$ cat src/hw/rtl/sacl_pkg.sv
// sacl_pkg: shared constants, types and helpers for the cache tag lookup unit
// used by sacl_apb, set_assoc_cache_tag_lookup_unit and sacl_checker
// no dependencies
`default_nettype none

package sacl_pkg;

    // cache geometry
    localparam int LINES        = 2048;
    localparam int MAX_WAYS     = 8;
    localparam int LINE_BITS    = $clog2(LINES);
    localparam int WAY_BITS_MAX = $clog2(MAX_WAYS);

    // field widths
    localparam int ADDR_W   = 32;
    localparam int WAY_W    = 3;
    localparam int CNT_W    = 32;
    localparam int OFFSET_W = 4;
    localparam int WAYB_W   = 2;

    // a stored tag never needs more than these bits
    localparam int TAG_W   = ADDR_W - LINE_BITS + WAY_BITS_MAX;
    localparam int ENTRY_W = TAG_W + 1;
    localparam int SHIFT_W = $clog2(LINE_BITS + 1);

    // configuration port
    localparam int PADDR_W = 3;
    localparam int PDATA_W = 32;
    localparam logic [OFFSET_W-1:0] OFFSET_RESET = 4'd4;
    localparam logic [WAYB_W-1:0]   WAYB_RESET   = 2'd3;

    // victim lfsr
    localparam int              LFSR_W    = 16;
    localparam logic [LFSR_W-1:0] LFSR_SEED = 16'hACE1;

    typedef enum logic [1:0] {
        ST_CLEAR,
        ST_IDLE,
        ST_SCAN,
        ST_FINISH
    } state_t;

    typedef enum logic {
        REG_OFFSET_BITS = 1'b0,
        REG_WAY_BITS    = 1'b1
    } reg_idx_t;

    typedef struct packed {
        logic [OFFSET_W-1:0] offset_bits;
        logic [WAYB_W-1:0]   way_bits;
    } cfg_t;

    // right-shifting lfsr, taps 16,14,13,11
    function automatic logic [LFSR_W-1:0] lfsr_next(input logic [LFSR_W-1:0] s);
        logic b;
        b = s[0] ^ s[2] ^ s[3] ^ s[5];
        return {b, s[LFSR_W-1:1]};
    endfunction

endpackage

`default_nettype wire

$ cat src/hw/rtl/sacl_apb.sv
// sacl_apb: apb-style configuration registers (offset_bits, way_bits)
// depends on sacl_pkg
`default_nettype none

module sacl_apb
    import sacl_pkg::*;
(
    input  wire logic               clk,
    input  wire logic               rst_n,
    input  wire logic               psel,
    input  wire logic               penable,
    input  wire logic               pwrite,
    input  wire logic [PADDR_W-1:0] paddr,
    input  wire logic [PDATA_W-1:0] pwdata,
    output logic      [PDATA_W-1:0] prdata,
    output logic                    pready,
    output cfg_t                    cfg
);

    cfg_t     cfg_reg;
    cfg_t     cfg_next;
    reg_idx_t idx;
    logic     wr_en;

    assign idx    = reg_idx_t'(paddr[2]);
    assign wr_en  = psel && penable && pwrite;
    assign pready = 1'b1;
    assign cfg    = cfg_reg;

    // register write decode
    always_comb
    begin
        cfg_next = cfg_reg;
        if (wr_en)
        begin
            unique case (idx)
                REG_OFFSET_BITS: cfg_next.offset_bits = pwdata[OFFSET_W-1:0];
                REG_WAY_BITS:    cfg_next.way_bits    = pwdata[WAYB_W-1:0];
                default:         cfg_next = cfg_reg;
            endcase
        end
    end

    // read back
    always_comb
    begin
        unique case (idx)
            REG_OFFSET_BITS: prdata = {{(PDATA_W-OFFSET_W){1'b0}}, cfg_reg.offset_bits};
            REG_WAY_BITS:    prdata = {{(PDATA_W-WAYB_W){1'b0}}, cfg_reg.way_bits};
            default:         prdata = '0;
        endcase
    end

    always_ff @(posedge clk or negedge rst_n)
    begin
        if (!rst_n)
        begin
            cfg_reg.offset_bits <= OFFSET_RESET;
            cfg_reg.way_bits    <= WAYB_RESET;
        end
        else
        begin
            cfg_reg <= cfg_next;
        end
    end

endmodule

`default_nettype wire

$ cat config.mk
export PLATFORM = sky130hd
export DESIGN_NAME = sacl_apb
export DESIGN_NICKNAME = d
export VERILOG_FILES = /design/src/hw/rtl/sacl_pkg.sv /design/src/hw/rtl/sacl_apb.sv
export SDC_FILE = /design/constraint.sdc
export NUM_CORES = 1
export LEC_CHECK = 0
export ABC_AREA = 1
export BUFFER_PORTS_ARGS = -buffer_cell sky130_fd_sc_hd__buf_2
export CAP_MARGIN = 20
export CORE_MARGIN = 4
export CORE_UTILIZATION = 29
export CTS_CLUSTER_SIZE = 25
export DETAILED_ROUTE_END_ITERATION = 16
export GPL_ROUTABILITY_DRIVEN = 1
export PLACE_DENSITY = 0.81
export SYNTH_ARGS = -nofsm -noshare
export SYNTH_HDL_FRONTEND = slang
export SYNTH_SLANG_ARGS = --single-unit
$ cat constraint.sdc
create_clock -name clk -period 0.99 [get_ports clk]
set_clock_uncertainty 0.2 [all_clocks]
set_input_delay 0.099 -clock clk [delete_from_list [all_inputs] [get_ports clk]]
set_output_delay 0.099 -clock clk [all_outputs]
set_load 0.005 [all_outputs]
==> results.yml, run 1 <==
outcome:
  outcome: "finished, violations left"
  failing_checks: "hold timing, setup timing"
critical_path:
  timing_worst_setup_path_type: "reg -> out"
  slowest_stage_delay_on_critical_path_ns: 0.54
  worstPathArrival_ns: 1.01
  cp-end-kind: "output pin"
  critical_path.max_fanout: 3
  cp.required_ns: 0.69
  critical_path_buf_inv_count: 2
  cpMaxStageDelayCell: "sky130_fd_sc_hd__dfstp_2"
  worst_path_dominant_cell_family: "flip-flops"
  setup_crit_start_kind: "flip-flop"
  timing.critical_path.cells: "inv_1, nor2_1, buf_2"
  regToRegSetupSlack_ns: 0.07
synthesis:
  post_synth_mux_area_share_pct: 0
  synth_edf_count: 0
  largest_family_of_logic_cells_by_synthesized_area: "buffers and inverters"
  yosys_warning_count: 0
  yosysMostFrequentCell: "sky130_fd_sc_hd__buf_4"
  synth_top_cell_area_share_pct: 39.5
  syn-mean-instance-area_um2: 7.66
  synth-compound-area-share_pct: 0
  synth.lib_cells_used.distinct: 15
  postSynthCellCount: 72
  yosys_most_used_dff: "sky130_fd_sc_hd__dfstp_2"
  seq_area_frac_synth_pct: 27.9
  ys_ff_latch: 6
  yosys-top-cells-area: "sky130_fd_sc_hd__buf_4 39%, sky130_fd_sc_hd__dfstp_2 14%, sky130_fd_sc_hd__dfrtp_1 14%"
  yosysTopAreaCell: "sky130_fd_sc_hd__buf_4"
  synth_adder_area_share_pct: 0
  synthArstFlopShare_pct: 100
  simple_gate_share_of_the_synthesized_area_pct: 25.6
  ys_top_cells_by_count: "29 x sky130_fd_sc_hd__buf_4, 18 x sky130_fd_sc_hd__nand2_1, 6 x sky130_fd_sc_hd__nand3_1, 3 x sky130_fd_sc_hd__dfrtp_1, 3 x sky130_fd_sc_hd__dfstp_2"
  yosys.area_share.xor_xnor_pct: 0
  cell_area_synth_um2: 552
route:
  detailedRoute.firstPassIterationCount: 3
  drc: 0
  route.met3.wl_um: 164
  routedLengthMet1_um: 353
  highest_layer: "met3"
  avgViaCountPerCell: 3.58
  routed_wire_length_um: 1040
  detailroute.wirelength.met2_um: 517
  antenna_left: 0
  detailedRoute.firstIterationViolations: 2
  wire_per_inst_um: 8.42
  detailroute.via_count: 440
cts:
  tritoncts_clock_tree: "built"
  cts_root_buf: "sky130_fd_sc_hd__clkbuf_4"
  cts_num_sinks: 6
  cts-root-to-sink-buffers: 2
  clkLatencyLatePin_ns: 0.24
  clock_slew_at_the_register_clock_pins_of_the_worst_setup_and_hold_paths_ns: 0.05
  cts_hold_buffers: 5
  ctsHtreeMaxLevel: 1
  cts_inserted_buffers: 3
sta:
  final_max_slew_viol_count: 0
  hold_slack_ns: -0.0349
  final_period_minus_worst_setup_slack_ns: 1.31
  rsz0062_at_grt: "true"
  worst_slack_ns: -0.316
  report.final.setup_viol: 10
  finalHoldViolCount: 3
  fmax_mhz: 766
  finalCritPeriodShare_pct: 132
  aggregate_negative_setup_slack_ns: -1.86
layout:
  final_design_area_no_fill_um2: 643
  fraction_of_final_layout_cells_with_drive_strength_greater_than_1_pct: 31.6
  utilization_pct: 36.5
  finalNonFillerCells: 123
  n_antenna_cell: 0
  area_growth_pct: 16.6
  largest_register_ff_count: 6
  num-nets-final: 139
power_and_ir_drop:
  p_leak_nw: 0.386
  finalPower_w: 0.000853
  power.density_nw_per_um2: 1330
  ir_worst_vdd_mv: 0.380
floorplanning:
  die_height_um: 51.6
  placementRows: 15
  floorplan.io_pins: 79
  floorplan.initialDensity_pct: 31.3
  die_wd_um: 51.6
  floorplan.die_area_um2: 2660
  area_of_the_placeable_core_um2: 1760
grt:
  grt_first_pass_wirelength_um: 1500
  first_global_vias: 370
  global_route_usage_sum_pct: 7.71
  grt_max_degree: 9
  congestion_overflow_gr: 0
  antenna_found_initial: 0
placement:
  placement.io_buffers: 19
  routability_congestion: 0.777
  dpl_cell_area_um2: 551
  place.detailed.instances: 113
  dp_hpwl_um: 883
min_path:
  timing.hold.worst.class: "in -> reg"
job:
  cap_viol_max_count: 0
==> cell type report <==
| cell class | instances | area (µm²) |
|---|---|---|
| Clock buffer | 4 | 26.3 |
| Fill cell | 202 | 1120 |
| Sequential cell | 6 | 154 |
| Inverter | 4 | 20.0 |
| Timing Repair Buffer | 25 | 161 |
| Tap cell | 25 | 31.3 |
| Multi-Input combinational cell | 59 | 250 |
==> metrics by stage <==
step	hold WS (ns)	setup slack (ns)
final	-0.0349	-0.316
after global routing	-0.0263	-0.346
after CTS	-0.0355	-0.319
after detailed placement	-0.273	-0.0538
after global placement	-0.278	-0.0439
after floorplan	-0.397	0.0336
==> what timing repair did <==
action                                  in CTS  in global routing
endpoints found under the setup margin      10                 11
pin swaps                                    2                  0
setup buffers                                2                  0
hold endpoints to repair                    12                  2
resized for setup                            0                  1
==> cell usage in the layout, fill, tap and decap left out, types with 2 or more instances in the layout <==
cell type | Yosys | routed
sky130_fd_sc_hd__buf_2 | 0 | 17
sky130_fd_sc_hd__buf_4 | 29 | 2
sky130_fd_sc_hd__clkbuf_4 | 0 | 3
sky130_fd_sc_hd__conb_1 | 2 | 29
sky130_fd_sc_hd__dfrtp_1 | 3 | 3
sky130_fd_sc_hd__dfstp_2 | 3 | 3
sky130_fd_sc_hd__dlygate4sd3_1 | 0 | 5
sky130_fd_sc_hd__inv_1 | 2 | 2
sky130_fd_sc_hd__nand2_1 | 18 | 18
sky130_fd_sc_hd__nand3_1 | 6 | 6
sky130_fd_sc_hd__nor2_1 | 2 | 2
==> cell families (layout without fill, tap and decap cells) <==
| logic type | Yosys count | after routing |
|---|---|---|
| buf+inv | 34 | 33 |
| simple gates | 30 | 30 |
| flops | 6 | 6 |
| other cells | 2 | 29 |
==> worst register-to-register path, delay by kind of cell (launching register included) <==
kind                   cells  cell delay [ns]
and+or+nand+nor            2             0.09
buffers and inverters      1             0.13
DFF                        1             0.38
==> report_power, final <==
group | leakage [nW] | internal, W | switching, W
registers | 0.0691 | 0.000309 | 0.0000343
clock network | 0.0150 | 0.000153 | 0.0000930
logic | 0.302 | 0.000129 | 0.000134
==> final timing paths <==
kind                                     from            endpoint  cells after the start
hold reg to reg            cfg[1]$_DFFE_PN1P_  cfg[1]$_DFFE_PN1P_                      2
min in group asynchronous               rst_n  cfg[2]$_DFFE_PN0P_                      2
hold / removal                       paddr[2]  cfg[1]$_DFFE_PN1P_                      3
setup reg to reg           cfg[5]$_DFFE_PN0P_  cfg[5]$_DFFE_PN0P_                      3
setup / recovery           cfg[4]$_DFFE_PN1P_           prdata[2]                      3
max in group asynchronous               rst_n  cfg[1]$_DFFE_PN1P_                      2
==> layer usage <==
layer / vias up / GRT usage, %
met5: - / 0
met4: 0 / 5.24
met3: 0 / 2.87
met2: 31 / 13.6
met1: 193 / 7.38
li1: 216 / -
No activity file was read; power rests on OpenSTA's default activity.
==> run 2: changes to the inputs <==
Settings changed: CORE_UTILIZATION 29 to 26, PLACE_DENSITY 0.81 to 0.77.
Clock period 0.99 ns to 1.1 ns, I/O delays scaled along.
==> results.yml, run 2 (same netlist as run 1, synthesis figures left out) <==
layout:
  mostFrequentLayoutCell: "sky130_fd_sc_hd__conb_1"
  num-nets-final: 144
  final_design_area_no_fill_um2: 706
  fraction_of_final_layout_cells_with_drive_strength_greater_than_1_pct: 36.9
  largest_register_ff_count: 6
  n_antenna_cell: 0
  most-common-layout-cells: "29 x sky130_fd_sc_hd__conb_1, 17 x sky130_fd_sc_hd__nand2_1, 17 x sky130_fd_sc_hd__buf_2"
  area_growth_pct: 27.9
floorplanning:
  die_height_um: 54.1
  floorplan.initialDensity_pct: 27.8
  floorplan.io_pins: 79
  die_wd_um: 54.1
  placementRows: 16
  area_of_the_placeable_core_um2: 1980
  floorplan.die_area_um2: 2920
grt:
  global_route_usage_sum_pct: 7.70
  congestion_overflow_gr: 0
  globalRoute.busiestLayer: "met2"
  grt.met3_usage_pct: 3.60
  grt_max_degree: 8
  antenna_found_initial: 0
  grt_first_pass_wirelength_um: 1520
  gr-usage-met2_pct: 12.3
  use_met1_pct: 7.58
  first_global_vias: 370
cts:
  cts_inserted_buffers: 3
  cts_root_buf: "sky130_fd_sc_hd__clkbuf_4"
  ctsHtreeMaxLevel: 1
  clock_slew_at_the_register_clock_pins_of_the_worst_setup_and_hold_paths_ns: 0.05
  cts-root-to-sink-buffers: 2
  tritoncts_clock_tree: "built"
  clkLatencyLatePin_ns: 0.25
  cts_num_sinks: 6
sta:
  rsz0062_at_grt: "true"
  report.final.setup_viol: 7
  hold_slack_ns: -0.00469
  finalCritPeriodShare_pct: 119
  fmax_mhz: 763
  worst_slack_ns: -0.210
  final_max_slew_viol_count: 0
  final_period_minus_worst_setup_slack_ns: 1.31
  finalHoldViolCount: 1
critical_path:
  critical_path.max_fanout: 3
  regToRegSetupSlack_ns: 0.02
  timing.critical_path.cells: "nand2_1, nand2_1, buf_2"
  cell_repeated_most_along_the_worst_path: "sky130_fd_sc_hd__nand2_1"
  slowest_stage_delay_on_critical_path_ns: 0.54
  cp-end-kind: "output pin"
  setup_crit_start_kind: "flip-flop"
  cp.required_ns: 0.79
  cpMaxStageDelayCell: "sky130_fd_sc_hd__dfstp_2"
  critical_path_buf_inv_count: 1
  worstPathArrival_ns: 1.00
  timing_worst_setup_path_type: "reg -> out"
  worst_path_dominant_cell_family: "flip-flops"
power_and_ir_drop:
  combinational_share_of_power_pct: 36.6
  pwr-share-seq_pct: 36.7
  sw_frac_of_total_pct: 31.0
  power_report.internal_total_w: 0.000584
  clock_power_share_pct: 26.7
  net-switching-power_w: 0.000263
  ir_worst_vdd_mv: 0.308
  p_leak_nw: 0.413
  power.density_nw_per_um2: 1200
min_path:
  timing.hold.worst.class: "in -> async"
outcome:
  failing_checks: "hold timing, setup timing"
  outcome: "finished, violations left"
placement:
  dpl_cell_area_um2: 553
  routability_congestion: 0.759
  placement.setup.worst_slack_ns: 0.0425
  placement.io_buffers: 19
  dp_hpwl_um: 900
route:
  detailedRoute.firstPassIterationCount: 4
  antenna_left: 0
  detailroute.via_count: 459
  routed_wire_length_um: 1130
  avgViaCountPerCell: 3.53
  drc: 0
  detailedRoute.firstIterationViolations: 12
  wire_per_inst_um: 8.69
job:
  cap_viol_max_count: 0
[run 2: metrics by stage]
stage               std cells  setup TNS [ns]  power (W)  util, %
floorplan                  99               0   0.000486        -
global placement          115               0   0.000507     27.9
detailed placement        115               0   0.000513     27.9
CTS                       128           -1.11   0.000796     33.7
global route              130           -1.50   0.000913     35.6
finish                    130           -1.13   0.000847     35.6
[run 2: worst paths after layout]
kind | start | to | depth (start not counted)
min in group clk | pwrite | cfg[0]$_DFFE_PN1P_ | 5
max in group asynchronous | rst_n | cfg[4]$_DFFE_PN1P_ | 2
min | rst_n | cfg[3]$_DFFE_PN0P_ | 2
max reg2reg | cfg[4]$_DFFE_PN1P_ | cfg[4]$_DFFE_PN1P_ | 4
max | cfg[1]$_DFFE_PN1P_ | prdata[1] | 3
min reg2reg | cfg[1]$_DFFE_PN1P_ | cfg[1]$_DFFE_PN1P_ | 2
[run 2: what timing repair did]
item	in CTS	in global routing
hold buffers	6	0
gates resized for setup	1	7
setup buffers	3	2
pin swaps	4	3
endpoints found under the hold margin	12	0
setup endpoints to repair	7	12
[run 2: power groups by stage]
stage / Sequential (W) / Clock [W] / Combinational, W
6_report: 0.000311 / 0.000226 / 0.000310
5_1_grt: 0.000314 / 0.000249 / 0.000349
4_1_cts: 0.000308 / 0.000230 / 0.000258
3_5_place_dp: 0.000314 / 0 / 0.000199
3_3_place_gp: 0.000313 / 0 / 0.000194
2_1_floorplan: 0.000314 / 0 / 0.000172
[run 2: cell type report]
class,count,area (µm²)
inverter,4,20.0
clock buffer,4,26.3
fill,213,1280
multi-input combinational,59,255
tap,27,33.8
timing repair buffer,30,216
sequential,6,154
[run 2: routing by layer]
metal	vias to the layer above	wire length, µm
li1	223	-
met1	196	397
met2	37	526
met3	3	181
met4	0	25
met5	-	0
==> run 3: changes to the inputs <==
Settings changed: SETUP_SLACK_MARGIN set to 0.3.
==> results.yml, run 3 (same netlist as run 1, synthesis figures left out) <==
outcome:
  outcome: "finished, violations left"
  failing_checks: "hold timing, setup timing"
route:
  detailroute.via_count: 455
  detailedRoute.firstPassIterationCount: 6
  drc: 0
  detailedRoute.firstIterationViolations: 4
  avgViaCountPerCell: 3.64
  antenna_left: 0
  routed_wire_length_um: 1250
  wire_per_inst_um: 9.98
layout:
  final_design_area_no_fill_um2: 654
  most-common-layout-cells: "29 x sky130_fd_sc_hd__conb_1, 18 x sky130_fd_sc_hd__buf_2, 14 x sky130_fd_sc_hd__nand2_1"
  utilization_pct: 33.0
  fraction_of_final_layout_cells_with_drive_strength_greater_than_1_pct: 40.8
  n_antenna_cell: 0
  mostFrequentLayoutCell: "sky130_fd_sc_hd__conb_1"
  largest_register_ff_count: 6
  num-nets-final: 139
  n_fill_cell: 221
  area_growth_pct: 18.6
placement:
  dpl_cell_area_um2: 553
  placement.io_buffers: 19
  dp_hpwl_um: 951
  placement.setup.worst_slack_ns: 0.0541
  routability_congestion: 0.671
cts:
  cts_inserted_buffers: 3
  clkLatencyLatePin_ns: 0.25
  ctsHtreeMaxLevel: 1
  cts-root-to-sink-buffers: 2
  tritoncts_clock_tree: "built"
  cts_hold_buffers: 1
  cts_root_buf: "sky130_fd_sc_hd__clkbuf_4"
  clock_slew_at_the_register_clock_pins_of_the_worst_setup_and_hold_paths_ns: 0.05
  cts_num_sinks: 6
floorplanning:
  floorplan.io_pins: 79
  area_of_the_placeable_core_um2: 1980
  die_wd_um: 54.1
  die_height_um: 54.1
  placementRows: 16
  floorplan.initialDensity_pct: 27.8
  floorplan.die_area_um2: 2920
sta:
  rsz0062_at_grt: "true"
  finalCritPeriodShare_pct: 119
  report.final.setup_viol: 7
  worst_slack_ns: -0.208
  final_max_slew_viol_count: 0
  hold_slack_ns: -0.127
  fmax_mhz: 765
  finalHoldViolCount: 6
  final_period_minus_worst_setup_slack_ns: 1.31
critical_path:
  slowest_stage_delay_on_critical_path_ns: 0.53
  timing.critical_path.cells: "inv_2, nor2_1, buf_2"
  timing_worst_setup_path_type: "reg -> out"
  cpMaxStageDelayCell: "sky130_fd_sc_hd__dfstp_2"
  cp.required_ns: 0.79
  setup_crit_start_kind: "flip-flop"
  cp-end-kind: "output pin"
  critical_path.max_fanout: 2
  worstSetupStartpoint: "cfg[4]$_DFFE_PN1P_"
  worstPathArrival_ns: 1.00
  launch_instance_of_the_worst_register_to_register_path: "cfg[3]$_DFFE_PN0P_"
min_path:
  hold_path_startpoint: "pwdata[2]"
  timing.hold.worst.class: "in -> reg"
grt:
  grt_max_degree: 9
  first_global_vias: 351
  grt_first_pass_wirelength_um: 1490
  congestion_overflow_gr: 0
  global_route_usage_sum_pct: 7.82
  antenna_found_initial: 0
power_and_ir_drop:
  power.density_nw_per_um2: 1280
  p_leak_nw: 0.391
  ir_worst_vdd_mv: 0.284
  finalPower_w: 0.000836
job:
  cap_viol_max_count: 0
[run 3: timing repair]
item | in CTS | in global routing
hold endpoints to repair | 12 | 6
gates cloned | 0 | 0
pin swaps | 3 | 1
gates resized for setup | 4 | 5
setup buffers | 2 | 3
setup endpoints to repair | 16 | 16
[run 3: per-layer routing]
layer  routed length [µm]  part of all wire, %  track usage (%)  vias to the layer above
li1                     -                    -                -                      215
met1                  343                   28             6.12                      199
met2                  652                   52             14.1                       36
met3                  189                   15             1.66                        5
met4                   61                  4.9             9.96                        0
met5                    0                    0                0                        -
[run 3: stage by stage]
step,std cells,setup TNS (ns)
floorplan,99,0
global placement,115,0
detailed placement,115,0
CTS,122,-1.09
global route,125,-1.51
finish,125,-1.17
[run 3: worst max-delay path: cells and delay by family (launching register included)]
kind / cells / cell delay, ns
DFF: 1 / 0.53
and+or+nand+nor: 1 / 0.07
buffers and inverters: 2 / 0.14
[run 3: cell type report]
type                       count  area, µm²  share of cell area [%]
multi-input combinational     59        260                    39.8
tap                           27       33.8                    5.16
sequential                     6        154                    23.5
inverter                       4       20.0                    3.06
timing repair buffer          25        160                    24.5
clock buffer                   4       26.3                    4.02
[run 3: final timing paths]
| kind | end | slack, ns | depth (start not counted) |
|---|---|---|---|
| setup / recovery | prdata[2] | -0.21 | 3 |
| hold / removal | cfg[4]$_DFFE_PN1P_ | -0.13 | 3 |
| setup reg to reg | cfg[3]$_DFFE_PN0P_ | 0.07 | 4 |
| hold reg to reg | cfg[0]$_DFFE_PN1P_ | 0.26 | 2 |
| max in group asynchronous | cfg[1]$_DFFE_PN1P_ | 0.46 | 2 |
| min in group asynchronous | cfg[3]$_DFFE_PN0P_ | 0.01 | 2 |
[run 3: report_power, final]
part	switching [W]	internal (W)	total, W
Clock	0.0000915	0.000138	0.000230
Combinational	0.000148	0.000150	0.000298
Sequential	0.0000303	0.000278	0.000308
